`config.mk`:
```
export PLATFORM = sky130hd
export DESIGN_NAME = gpio_port_with_interrupt_detect_unit
export DESIGN_NICKNAME = d
export VERILOG_FILES = /design/src/hdl/gpio_pkg.sv /design/src/hdl/gpio_lane.sv /design/src/hdl/gpio_irq_merge.sv /design/src/hdl/gpio_port_with_interrupt_detect_unit.sv
export SDC_FILE = /design/constraint.sdc
export NUM_CORES = 1
export LEC_CHECK = 0
export BUFFER_PORTS_ARGS = -buffer_cell sky130_fd_sc_hd__buf_2
export CORE_MARGIN = 4
export CORE_UTILIZATION = 45
export DETAILED_ROUTE_END_ITERATION = 12
export PLACE_DENSITY = 0.68
export SETUP_SLACK_MARGIN = 0.02
export SLEW_MARGIN = 20
export SYNTH_ARGS = -nofsm -noshare
export SYNTH_HDL_FRONTEND = slang
export SYNTH_SLANG_ARGS = --single-unit
```
`constraint.sdc`:
```
create_clock -name i_clk -period 4.1 [get_ports i_clk]
set_input_delay 0.205 -clock i_clk [delete_from_list [all_inputs] [get_ports i_clk]]
set_output_delay 0.205 -clock i_clk [all_outputs]
set_load 0.05 [all_outputs]
```
`src/hdl/gpio_pkg.sv`:
```
// Shared types, codes and helper functions of the GPIO port with interrupt detection.
package gpio_pkg;

    // Default pin count of the port.
    localparam int PIN_COUNT_DEF = 32;

    // Width of the register data path and of every pin vector.
    localparam int DATA_W = 32;

    // Bus access codes.
    localparam logic [1:0] MODE_IDLE  = 2'd0;
    localparam logic [1:0] MODE_READ  = 2'd1;
    localparam logic [1:0] MODE_WRITE = 2'd2;

    // Register map variants.
    localparam logic [1:0] VARIANT_OLD  = 2'd0;
    localparam logic [1:0] VARIANT_MID  = 2'd1;
    localparam logic [1:0] VARIANT_ESEL = 2'd2;

    // Byte offsets of the oldest register map.
    localparam logic [5:0] OLD_OFS_GDIR = 6'h00;
    localparam logic [5:0] OLD_OFS_DR   = 6'h1c;
    localparam logic [5:0] OLD_OFS_PSR  = 6'h24;
    localparam logic [5:0] OLD_OFS_ICR1 = 6'h28;
    localparam logic [5:0] OLD_OFS_ICR2 = 6'h2c;
    localparam logic [5:0] OLD_OFS_IMR  = 6'h30;
    localparam logic [5:0] OLD_OFS_ISR  = 6'h34;

    // Byte offsets of the newer register maps.
    localparam logic [5:0] MID_OFS_DR   = 6'h00;
    localparam logic [5:0] MID_OFS_GDIR = 6'h04;
    localparam logic [5:0] MID_OFS_PSR  = 6'h08;
    localparam logic [5:0] MID_OFS_ICR1 = 6'h0c;
    localparam logic [5:0] MID_OFS_ICR2 = 6'h10;
    localparam logic [5:0] MID_OFS_IMR  = 6'h14;
    localparam logic [5:0] MID_OFS_ISR  = 6'h18;
    localparam logic [5:0] MID_OFS_ESEL = 6'h1c;

    // Decoded register selects.
    typedef enum logic [3:0] {
        REG_DR,
        REG_GDIR,
        REG_PSR,
        REG_ICR1,
        REG_ICR2,
        REG_IMR,
        REG_ISR,
        REG_ESEL,
        REG_NONE
    } t_reg;

    // Kinds of trigger condition.
    typedef enum logic [1:0] {
        K_LOW,
        K_HIGH,
        K_RISE,
        K_FALL
    } t_kind;

    // Per-pin inputs of one detection lane.
    typedef struct packed {
        logic       now;
        logic       prev;
        logic [1:0] code;
        logic       oldest;
        logic       both_edge;
    } t_lane_in;

    // Interrupt lines produced by the merge stage.
    typedef struct packed {
        logic low_half;
        logic high_half;
        logic any;
    } t_irq;

    // Map a 2-bit trigger code to its kind for the selected encoding.
    function automatic t_kind code_kind(input logic oldest, input logic [1:0] code);
        t_kind k;
        case (code)
            2'd0:    k = oldest ? K_RISE : K_LOW;
            2'd1:    k = oldest ? K_FALL : K_HIGH;
            2'd2:    k = oldest ? K_HIGH : K_RISE;
            default: k = oldest ? K_LOW  : K_FALL;
        endcase
        return k;
    endfunction

endpackage

```
`src/hdl/gpio_lane.sv`:
```
// One detection lane: checks a single pin against its trigger condition.
module gpio_lane (
    input  gpio_pkg::t_lane_in i_lane,
    output logic               o_hit
);
    import gpio_pkg::*;

    // Both-edge select overrides the trigger code; otherwise decode the code.
    always_comb begin
        if (i_lane.both_edge) begin
            o_hit = i_lane.now ^ i_lane.prev;
        end else begin
            case (code_kind(i_lane.oldest, i_lane.code))
                K_LOW:   o_hit = ~i_lane.now;
                K_HIGH:  o_hit = i_lane.now;
                K_RISE:  o_hit = i_lane.now & ~i_lane.prev;
                default: o_hit = ~i_lane.now & i_lane.prev;
            endcase
        end
    end

endmodule

```
`src/hdl/gpio_irq_merge.sv`:
```
// Merge stage: folds the masked pending bits of all lanes into interrupt lines.
module gpio_irq_merge (
    input  logic [gpio_pkg::DATA_W-1:0] i_pending,
    output gpio_pkg::t_irq              o_irq
);
    import gpio_pkg::*;

    localparam int HALF_W = DATA_W / 2;

    // Reduce each half, then combine the halves.
    always_comb begin
        o_irq.low_half  = |i_pending[HALF_W-1:0];
        o_irq.high_half = |i_pending[DATA_W-1:HALF_W];
        o_irq.any       = o_irq.low_half | o_irq.high_half;
    end

endmodule

```
`src/hdl/gpio_port_with_interrupt_detect_unit.sv`:
```
// Top level of the GPIO port: register file, detection lanes and output stage.
// A result item appears in the cycle after its input item is accepted.
// Throughput: one item per cycle; the single output register is the only stage,
// and the input is ready whenever that register is empty or being emptied.
// Reset (synchronous, active low) clears all port registers and the previous
// pad levels, empties the output stage and sets the variant register to 2.
module gpio_port_with_interrupt_detect_unit #(
    parameter int PIN_COUNT = gpio_pkg::PIN_COUNT_DEF
) (
    input  logic                        i_clk,
    input  logic                        i_rst_n,
    input  logic                        i_cfg_we,
    input  logic [1:0]                  i_cfg_data,
    input  logic                        i_in_valid,
    output logic                        o_in_ready,
    input  logic [1:0]                  i_mode,
    input  logic [5:0]                  i_address,
    input  logic [gpio_pkg::DATA_W-1:0] i_write_data,
    input  logic [gpio_pkg::DATA_W-1:0] i_pad_levels,
    output logic                        o_out_valid,
    input  logic                        i_out_ready,
    output logic [gpio_pkg::DATA_W-1:0] o_read_data,
    output logic [gpio_pkg::DATA_W-1:0] o_pad_drive,
    output logic [gpio_pkg::DATA_W-1:0] o_pad_output_enable,
    output logic                        o_irq_low_half,
    output logic                        o_irq_high_half,
    output logic                        o_irq_any
);
    import gpio_pkg::*;

    localparam logic [DATA_W-1:0] PinMask = {DATA_W{1'b1}} >> (DATA_W - PIN_COUNT);
    localparam int HALF_W = DATA_W / 2;

    // Address decode for the active register map.
    function automatic t_reg decode(input logic [1:0] variant, input logic [5:0] addr);
        logic [5:0] a;
        t_reg       r;
        a = {addr[5:2], 2'b00};
        if (variant == VARIANT_OLD) begin
            case (a)
                OLD_OFS_GDIR: r = REG_GDIR;
                OLD_OFS_DR:   r = REG_DR;
                OLD_OFS_PSR:  r = REG_PSR;
                OLD_OFS_ICR1: r = REG_ICR1;
                OLD_OFS_ICR2: r = REG_ICR2;
                OLD_OFS_IMR:  r = REG_IMR;
                OLD_OFS_ISR:  r = REG_ISR;
                default:      r = REG_NONE;
            endcase
        end else begin
            case (a)
                MID_OFS_DR:   r = REG_DR;
                MID_OFS_GDIR: r = REG_GDIR;
                MID_OFS_PSR:  r = REG_PSR;
                MID_OFS_ICR1: r = REG_ICR1;
                MID_OFS_ICR2: r = REG_ICR2;
                MID_OFS_IMR:  r = REG_IMR;
                MID_OFS_ISR:  r = REG_ISR;
                MID_OFS_ESEL: r = (variant == VARIANT_ESEL) ? REG_ESEL : REG_NONE;
                default:      r = REG_NONE;
            endcase
        end
        return r;
    endfunction

    // Port state.
    logic [1:0]        r_variant;
    logic [DATA_W-1:0] r_dr, r_gdir, r_icr1, r_icr2, r_imr, r_isr, r_esel, r_prev;
    logic [DATA_W-1:0] n_dr, n_gdir, n_icr1, n_icr2, n_imr, n_isr, n_esel;

    // Output stage.
    logic              r_out_valid;
    logic [DATA_W-1:0] r_read_data, r_pad_drive, r_pad_oe;
    logic              r_irq_low, r_irq_high, r_irq_any;
    logic [DATA_W-1:0] n_read_data;

    logic              in_fire;
    logic [DATA_W-1:0] cur_pads;
    logic [DATA_W-1:0] hits;
    logic [DATA_W-1:0] clr;
    t_reg              reg_sel;
    t_irq              irq;

    assign o_in_ready = ~r_out_valid | i_out_ready;
    assign in_fire    = i_in_valid & o_in_ready;
    assign cur_pads   = i_pad_levels & PinMask;
    assign reg_sel    = (i_mode == MODE_READ || i_mode == MODE_WRITE) ?
                        decode(r_variant, i_address) : REG_NONE;

    // Detection lanes, one per implemented pin.
    for (genvar g = 0; g < DATA_W; g++) begin : g_lane
        if (g < PIN_COUNT) begin : g_used
            t_lane_in lane_in;
            always_comb begin
                lane_in.now       = cur_pads[g];
                lane_in.prev      = r_prev[g];
                lane_in.oldest    = (r_variant == VARIANT_OLD);
                lane_in.both_edge = (r_variant == VARIANT_ESEL) & r_esel[g];
                if (g < HALF_W) begin
                    lane_in.code = r_icr1[(g % HALF_W) * 2 +: 2];
                end else begin
                    lane_in.code = r_icr2[(g % HALF_W) * 2 +: 2];
                end
            end
            gpio_lane u_lane (
                .i_lane (lane_in),
                .o_hit  (hits[g])
            );
        end else begin : g_unused
            assign hits[g] = 1'b0;
        end
    end

    // Register read mux; reads see the state before this item's update.
    always_comb begin
        n_read_data = '0;
        if (i_mode == MODE_READ) begin
            case (reg_sel)
                REG_DR:   n_read_data = r_dr;
                REG_GDIR: n_read_data = r_gdir;
                REG_PSR:  n_read_data = cur_pads;
                REG_ICR1: n_read_data = r_icr1;
                REG_ICR2: n_read_data = r_icr2;
                REG_IMR:  n_read_data = r_imr;
                REG_ISR:  n_read_data = r_isr;
                REG_ESEL: n_read_data = r_esel;
                default:  n_read_data = '0;
            endcase
        end
    end

    // Register writes and status update; a detection wins over a clear.
    always_comb begin
        n_dr   = r_dr;
        n_gdir = r_gdir;
        n_icr1 = r_icr1;
        n_icr2 = r_icr2;
        n_imr  = r_imr;
        n_esel = r_esel;
        clr    = '0;
        if (i_mode == MODE_WRITE) begin
            case (reg_sel)
                REG_DR:   n_dr   = i_write_data & PinMask;
                REG_GDIR: n_gdir = i_write_data & PinMask;
                REG_ICR1: n_icr1 = i_write_data;
                REG_ICR2: n_icr2 = i_write_data;
                REG_IMR:  n_imr  = i_write_data & PinMask;
                REG_ISR:  clr    = i_write_data;
                REG_ESEL: n_esel = i_write_data & PinMask;
                default:  clr    = '0;
            endcase
        end
        n_isr = ((r_isr & ~clr) | hits) & PinMask;
    end

    // Merge the lanes' pending bits into interrupt lines.
    gpio_irq_merge u_merge (
        .i_pending (n_isr & n_imr),
        .o_irq     (irq)
    );

    // Variant register; a write of the unused code selects the newest map.
    always_ff @(posedge i_clk) begin
        if (!i_rst_n) begin
            r_variant <= VARIANT_ESEL;
        end else if (i_cfg_we) begin
            r_variant <= (i_cfg_data > VARIANT_ESEL) ? VARIANT_ESEL : i_cfg_data;
        end
    end

    // Port state update on each accepted item.
    always_ff @(posedge i_clk) begin
        if (!i_rst_n) begin
            r_dr   <= '0;
            r_gdir <= '0;
            r_icr1 <= '0;
            r_icr2 <= '0;
            r_imr  <= '0;
            r_isr  <= '0;
            r_esel <= '0;
            r_prev <= '0;
        end else if (in_fire) begin
            r_dr   <= n_dr;
            r_gdir <= n_gdir;
            r_icr1 <= n_icr1;
            r_icr2 <= n_icr2;
            r_imr  <= n_imr;
            r_isr  <= n_isr;
            r_esel <= n_esel;
            r_prev <= cur_pads;
        end
    end

    // Output valid flag.
    always_ff @(posedge i_clk) begin
        if (!i_rst_n) begin
            r_out_valid <= 1'b0;
        end else if (in_fire) begin
            r_out_valid <= 1'b1;
        end else if (i_out_ready) begin
            r_out_valid <= 1'b0;
        end
    end

    // Output payload, loaded with each accepted item.
    always_ff @(posedge i_clk) begin
        if (in_fire) begin
            r_read_data <= n_read_data;
            r_pad_drive <= n_dr;
            r_pad_oe    <= n_gdir;
            r_irq_low   <= irq.low_half;
            r_irq_high  <= irq.high_half;
            r_irq_any   <= irq.any;
        end
    end

    assign o_out_valid         = r_out_valid;
    assign o_read_data         = r_read_data;
    assign o_pad_drive         = r_pad_drive;
    assign o_pad_output_enable = r_pad_oe;
    assign o_irq_low_half      = r_irq_low;
    assign o_irq_high_half     = r_irq_high;
    assign o_irq_any           = r_irq_any;

    // The unused variant code never reaches the register.
    a_variant_legal: assert property (@(posedge i_clk) disable iff (!i_rst_n)
        r_variant != 2'd3)
        else $error("variant register holds an unused code");

    // Status bits of pins beyond the port width stay clear.
    a_status_pins: assert property (@(posedge i_clk) disable iff (!i_rst_n)
        (r_isr & ~PinMask) == '0)
        else $error("status bit set beyond the pin count");

    // Every detected pin is latched in the status register after the item.
    a_hit_latched: assert property (@(posedge i_clk) disable iff (!i_rst_n)
        in_fire |=> ((r_isr & $past(hits)) == $past(hits)))
        else $error("detected pin not latched in status");

    // The combined interrupt agrees with the two halves of a valid result.
    a_irq_merge: assert property (@(posedge i_clk) disable iff (!i_rst_n)
        o_out_valid |-> (o_irq_any == (o_irq_low_half | o_irq_high_half)))
        else $error("combined interrupt disagrees with its halves");

endmodule
```
==> flow_metrics.tcl, run 1 <==
set metrics [dict create \
    via_count 17380 \
    fin_area_sq_um 22650 \
    fin_skew_ps 24.43 \
    die_x_microns 215.2 \
    grt_pass1_wl_mm 100.2 \
    viasPerCell 5.917 \
    fin_crit_sh_pct 92.29 \
    clock_latency_ps 570 \
    synth_edf_count 99 \
    drtIter0Drc 1855 \
    cts_tree "yes" \
    r2r-start "r_variant[1]" \
    max_cap_violations 0 \
    utilization_pct 53.65 \
    gp_congestion 0.9029 \
    ctsResizeCount 0 \
    fp-row-count 75 \
    cts-root-buf "clkbuf_16" \
    first_pass_iters 6 \
    syn-num-nets 2348 \
    power.leakage_nw 8.706 \
    r2r_slack_ps 320 \
    crit_type "reg2reg" \
    initial_core_util_pct 45.74 \
    routed_wl_mm 65.65 \
    hpwl_mm 44.58 \
    dpl_cell_area_sq_um 20770 \
    setup_viol 0 \
    drc 0 \
    multi_input_area_sq_um 10060 \
    startpoint "r_variant[1]" \
    fin_crit_ps 3784 \
    synth_top_flop_cell "dfxtp_1" \
    grt_use_total_pct 27.33 \
    finalHoldViolCount 0 \
    clkTransAtPathRegs_ps 60 \
    ant_nets 0 \
    holdCritPathClass "in2reg" \
    ys_ff_latch 358 \
    core_sq_um 42230 \
    finalMaxSlewViolations 0 \
    clk_path_buf_depth 3 \
    grt_max_degree 105 \
    syn_area_sq_um 19310 \
    startpoint_type "flip-flop" \
    async_reset_ff_share_pct 0 \
    n_fill_cell 3862 \
    required_ps 4410 \
    rsz0062_at_grt "false" \
    run_status "complete, no violations" \
    end_kind "flip-flop" \
    worstHoldStart "i_write_data[25]" \
    powerDensity_nw_per_um2 382.1 \
    syn_to_final_growth_pct 17.30 \
    antenna_found_initial 1 \
    netlist-cell-type-count 78 \
    synthCells 2203 \
    drive_gt1_share_pct 17.40 \
    final-seq-area_sq_um 8158 \
    grt_pass1_vias 16790 \
    worst_ep_arrival_time_ps 4090 \
    htreeDepth 2 \
    grt-ovfl-total 0 \
    post_cts_buffers 0 \
    tns_ps 0 \
    boundaryPins 180 \
    synth-seq-area-share_pct 42.24 \
    cts.sinks 358 \
    fmax_ghz 0.2643 \
    worst_pin_slew_ps 920.5 \
    die_h_microns 215.2 \
    fin_nets 2509 \
    wl_per_cell_microns 22.35 \
    slew_headroom_pct 38.57 \
    irDropWorstVdd_mv 0.3104 \
    port_buffers 177 \
    syn_avg_cell_area_sq_um 8.767 \
    synth_warnings 0 \
    critical_path_peak_fanout 8 \
    numCtsBuffers 40 \
    die_area_sq_um 46300 \
]
[Yosys cell counts, types with 4 or more instances]
library cell    n  area share (%)
a311oi_1        5            0.23
a21boi_0        6            0.23
o211ai_1        8            0.31
o32ai_1         6            0.27
mux2i_1       164             8.5
nand4_1         4            0.13
a22oi_1        44             1.7
a21o_1          4            0.16
a211oi_1       19            0.74
a32o_1          4            0.21
ha_1           66             4.3
nand2_1       366             7.1
o21a_1          7            0.27
buf_2          40             1.0
a221oi_1       47             2.1
buf_1           4           0.078
nand3_1        94             2.4
o22ai_1        14            0.45
and3_1          8            0.26
edfxtp_1       99              15
nor2_1        211             4.1
dfxtp_1       259              27
nand3b_1        4            0.16
nor3_1         17            0.44
a221o_1         6            0.31
o32a_1          6            0.31
xnor2_1        24             1.1
and2_1         13            0.42
inv_1          95             1.8
mux2_2         72             4.2
nor2b_1        13            0.42
nor4_1          4            0.13
or3_1          19            0.62
maj3_1          4            0.21
o31ai_1         6            0.23
a21oi_1       147             3.8
a31oi_1        41             1.3
buf_6           5            0.29
xor2_1         13            0.59
clkbuf_1      130             2.5
o21ai_0        38            0.98
nand2b_1       15            0.49
[area by class of cell]
cell class                      instances  area share, %
Clock buffer                           49          4.750
Clock inverter                         25          1.094
Timing Repair Buffer                  301          9.124
Inverter                               95          1.618
Multi-Input combinational cell       1568          44.41
Antenna cell                            2        0.02209
Sequential cell                       358          36.01
Tap cell                              539          2.977
[report_power, final]
part | switching [W] | internal, W | total, W
clock | 0.00155 | 0.00214 | 0.00368
sequential | 0.0000697 | 0.00374 | 0.00381
combinational | 0.000804 | 0.000354 | 0.00116
total | 0.00242 | 0.00623 | 0.00866
[cells in the final DEF (no fill, tap or decap), drive strengths merged, types with 24 or more instances in the layout]
cell / n
nand2: 367
dfxtp: 259
buf: 246
nor2: 213
mux2i: 164
a21oi: 149
edfxtp: 99
inv: 99
nand3: 94
mux2: 72
ha: 66
dlygate4sd3: 55
clkbuf: 49
a221oi: 47
a22oi: 44
a31oi: 41
o21ai: 41
xnor2: 24
[metrics by stage]
stage	cells	total power [W]	worst slack, ps	hold WS (ps)
global route	2935	0.008945	255.0	19.91
floorplan	2203	0.004614	615.4	303.6
CTS	2935	0.008689	378.7	4.773
finish	2937	0.008656	316.2	25.11
detailed placement	2806	0.004983	347.6	464.8
global placement	2806	0.004957	462.1	454.8
[flip-flops by register name (all words and copies together) (netlist names)]
register,flops
o_irq_any,1
o_irq_high_half,1
o_irq_low_half,1
o_out_valid,1
o_pad_drive,32
o_pad_output_enable,32
o_read_data,32
r_dr,32
r_esel,32
r_gdir,32
r_icr1,32
r_icr2,32
r_imr,32
r_isr,32
r_prev,32
r_variant,2
[metal layers]
layer | GRT usage (%) | wire (microns) | up-vias
li1 | - | - | 8071
met2 | 43.36 | 29540 | 780
met4 | 9.148 | 2060 | 0
met1 | 37.73 | 28290 | 8410
met3 | 5.056 | 5751 | 117
met5 | 0 | 0 | -
[critical path, stage by stage (launching register included)]
cell,delay (ps)
dfxtp_1,400
or2_1,280
buf_4,190
a21oi_4,220
and2_1,420
buf_4,230
a31oi_1,100
a2111oi_0,750
o32a_1,280
o2111ai_1,120
or4b_1,520
[final timing paths]
check                    to  depth (start not counted)
setup / recovery  o_irq_any                         10
hold / removal    r_imr[25]                          3
setup reg to reg  o_irq_any                         10
hold reg to reg   r_prev[5]                          2
[logic make-up (layout without fill, tap and decap cells)]
group / count (synthesis) / in the layout / synth area share (%)
flip-flops: 358 / 358 / 42.24
multiplexers: 237 / 237 / 12.81
other: 0 / 2 / 0
AO/OA/AOI/OAI: 439 / 439 / 15.39
buffers and inverters: 277 / 470 / 5.895
adder cells (fa/ha/maj): 70 / 70 / 4.483
XOR/XNOR: 37 / 37 / 1.678
AND/OR/NAND/NOR: 785 / 785 / 17.50
[timing repair]
action / 4_1_cts / 5_1_grt
setup endpoints to repair: 0 / 0
endpoints found under the hold margin: 71 / 0
hold buffers: 55 / 0
(Power assumes the default switching activity.)
==> run 2, diff against run 1 <==
--- a/config.mk
+++ b/config.mk
@@ -9,9 +9,10 @@
 export CORE_MARGIN = 4
 export CORE_UTILIZATION = 45
 export DETAILED_ROUTE_END_ITERATION = 12
-export PLACE_DENSITY = 0.68
+export PLACE_DENSITY = 0.67
 export SETUP_SLACK_MARGIN = 0.02
 export SLEW_MARGIN = 20
 export SYNTH_ARGS = -nofsm -noshare
 export SYNTH_HDL_FRONTEND = slang
+export SYNTH_HIERARCHICAL = 1
 export SYNTH_SLANG_ARGS = --single-unit
==> flow_metrics.tcl, run 2 <==
set metrics [dict create \
    worst_ep_arrival_time_ps 4080 \
    synthTopCellsByCount "nand2_1, dfxtp_1, mux2i_1" \
    syn_avg_cell_area_sq_um 8.958 \
    gp_congestion 0.8544 \
    cts-root-buf "clkbuf_16" \
    drtIter0Drc 1477 \
    pwr-share-seq_pct 43.1 \
    critical_path_peak_fanout 41 \
    p_int_w 0.006423 \
    synth_largest_area_cell "dfxtp_1" \
    synthCells 2254 \
    first_pass_iters 6 \
    clock_latency_ps 570 \
    grt_pass1_vias 17010 \
    via_count 17460 \
    switching_share_pct 27.10 \
    place_inst 2890 \
    boundaryPins 180 \
    worst_pin_slew_ps 1156 \
    irDropWorstVdd_mv 0.2115 \
    crit_type "reg2reg" \
    p_switching_w 0.002388 \
    clk_path_buf_depth 3 \
    end_kind "flip-flop" \
    async_reset_ff_share_pct 0 \
    syn_to_final_growth_pct 16.67 \
    numCtsBuffers 39 \
    crit_family "simple AND/OR/NAND/NOR gates" \
    grt-ovfl-total 0 \
    drc 0 \
    timing.hold.ws_ps 27.96 \
    cts.sinks 358 \
    post_cts_buffers 0 \
    powerDensity_nw_per_um2 374.1 \
    critPathSlowestCell "dfxtp_1" \
    fin_nets 2552 \
    htreeDepth 2 \
    die_h_microns 219.8 \
    yosysMostFrequentCell "nand2_1" \
    synth_edf_count 99 \
    clockPowerShare_pct 43.2 \
    synth_fa_ha_area_share_pct 4.090 \
    slew_headroom_pct 22.94 \
    final_common_cell "nand2_1" \
    drive_gt1_share_pct 18.46 \
    routed_wl_mm 63.37 \
    die_x_microns 219.8 \
    ant_nets 0 \
    max_cap_violations 0 \
    power.leakage_nw 9.936 \
    mostFrequentLayoutCells "nand2_1, dfxtp_1, mux2i_1" \
    p_comb_share_pct 13.7 \
    initial_core_util_pct 45.56 \
    required_ps 4410 \
    synth_top_family_by_area "multiplexers" \
    die_area_sq_um 48320 \
    yosys.area_share.xor_xnor_pct 1.431 \
    finalHoldViolCount 0 \
    grt_use_total_pct 25.45 \
    path_buf_inv 2 \
    antenna_found_initial 1 \
    viasPerCell 5.761 \
    startpoint_type "flip-flop" \
    grt_max_degree 196 \
    synth-seq-area-share_pct 40.40 \
    path_cells "or2_1 -> inv_2 -> buf_4 -> or2_2 -> and3_1 -> o31a_1 -> nor4_1 -> nor3_1 -> nor4_1 -> nand4_1 -> or2_1" \
    setup_viol 0 \
    run_status "complete, no violations" \
    ys_ff_latch 358 \
    cts_tree "yes" \
    instances_no_fill 3031 \
    rsz0062_at_grt "false" \
    synth.top_cell.area_share_pct 25.68 \
    synth_area_leaders "dfxtp_1, edfxtp_1, mux2i_1" \
    core_sq_um 44320 \
    fin_skew_ps 26.25 \
    port_buffers 177 \
    finalMaxSlewViolations 0 \
    hpwl_mm 41.30 \
    synth_warnings 6 \
    tns_ps 0 \
    yosys.area_share.simple_pct 18.08 \
    fin_crit_ps 3767 \
    max_stage_delay_ps 480 \
    grt_pass1_wl_mm 96.47 \
    clkTransAtPathRegs_ps 60 \
    fp-row-count 77 \
    synth_compound_area_share_pct 11.98 \
    netlist-cell-type-count 58 \
    syn-num-nets 2399 \
    syn_area_sq_um 20190 \
    holdCritPathClass "in2reg" \
    synth_top_flop_cell "dfxtp_1" \
    fmax_ghz 0.2654 \
    wl_per_cell_microns 20.91 \
    fin_crit_sh_pct 91.89 \
    synthMuxAreaShare_pct 18.14 \
]
[run 2: changes by cell type after synthesis, moves of 32 or more]
cell,change
mux2_4,+32
a22oi_1,-44
o21ai_0,-36
nand3_1,-68
nand2_1,+151
o31a_1,+32
mux2i_1,+82
nor2_1,-145
a21oi_1,+36
nor4_1,+35
[run 2: per-stage QoR]
stage          setup WS (ps)  utilization, %  total power, W  cell area, sq um
2_1_floorplan          475.1               -        0.004674             20190
3_3_place_gp           483.0           48.55        0.004984             21510
3_5_place_dp           402.4           48.55        0.005018             21510
4_1_cts                414.7           53.15        0.008859             23550
5_1_grt                121.6           53.15        0.009103             23550
6_report               332.5           53.15        0.008811             23560
[run 2: repair_timing]
action / in CTS / in global routing
resized for setup: 0 / 0
endpoints found under the hold margin: 125 / 0
hold buffers: 68 / 0
[run 2: cells by family after synthesis]
family | after synthesis
simple gates | 813
mux | 342
fa+ha+maj | 66
flops | 358
xor+xnor | 33
compound gates | 358
buf+inv | 284
[run 2: power by group through the flow]
stage | Combinational (W) | Sequential, W | Clock, W
after floorplan | 0.000633 | 0.00404 | 0
after global placement | 0.00111 | 0.00387 | 0
after detailed placement | 0.00114 | 0.00387 | 0
after CTS | 0.00120 | 0.00380 | 0.00386
after global routing | 0.00129 | 0.00381 | 0.00400
final | 0.00121 | 0.00380 | 0.00380
[run 2: final cells by class]
class / count / area [sq um]
Clock buffer: 52 / 1076
Multi-Input combinational cell: 1612 / 10910
Tap cell: 592 / 740.7
Clock inverter: 20 / 282.8
Inverter: 106 / 405.4
Timing Repair Buffer: 290 / 1982
Sequential cell: 358 / 8158
Antenna cell: 1 / 2.502
Fill cell: 4048 / 20760
[run 2: worst register-to-register path, stage by stage, from the launching register on]
cell	delay, ps
dfxtp_1	480
or2_1	350
inv_2	90
buf_4	290
or2_2	380
and3_1	170
o31a_1	330
nor4_1	240
nor3_1	110
nor4_1	430
nand4_1	340
or2_1	310
[run 2: path summary, 6_finish.rpt]
kind / from / end / slack, ps / depth (start not counted)
setup / recovery: r_variant[0] / o_irq_any / 330 / 11
setup reg to reg: r_variant[0] / o_irq_any / 330 / 11
hold reg to reg: r_imr[18] / r_imr[18] / 470 / 2
hold / removal: i_cfg_we / r_variant[0] / 30 / 3
[run 2: per-layer routing]
metal	track usage [%]	share of wire, %	up-vias
met1	31.53	41	8493
met3	3.916	6.5	163
met5	0	0.021	-
li1	-	-	8161
met4	11.74	4.5	2
met2	43.63	48	644
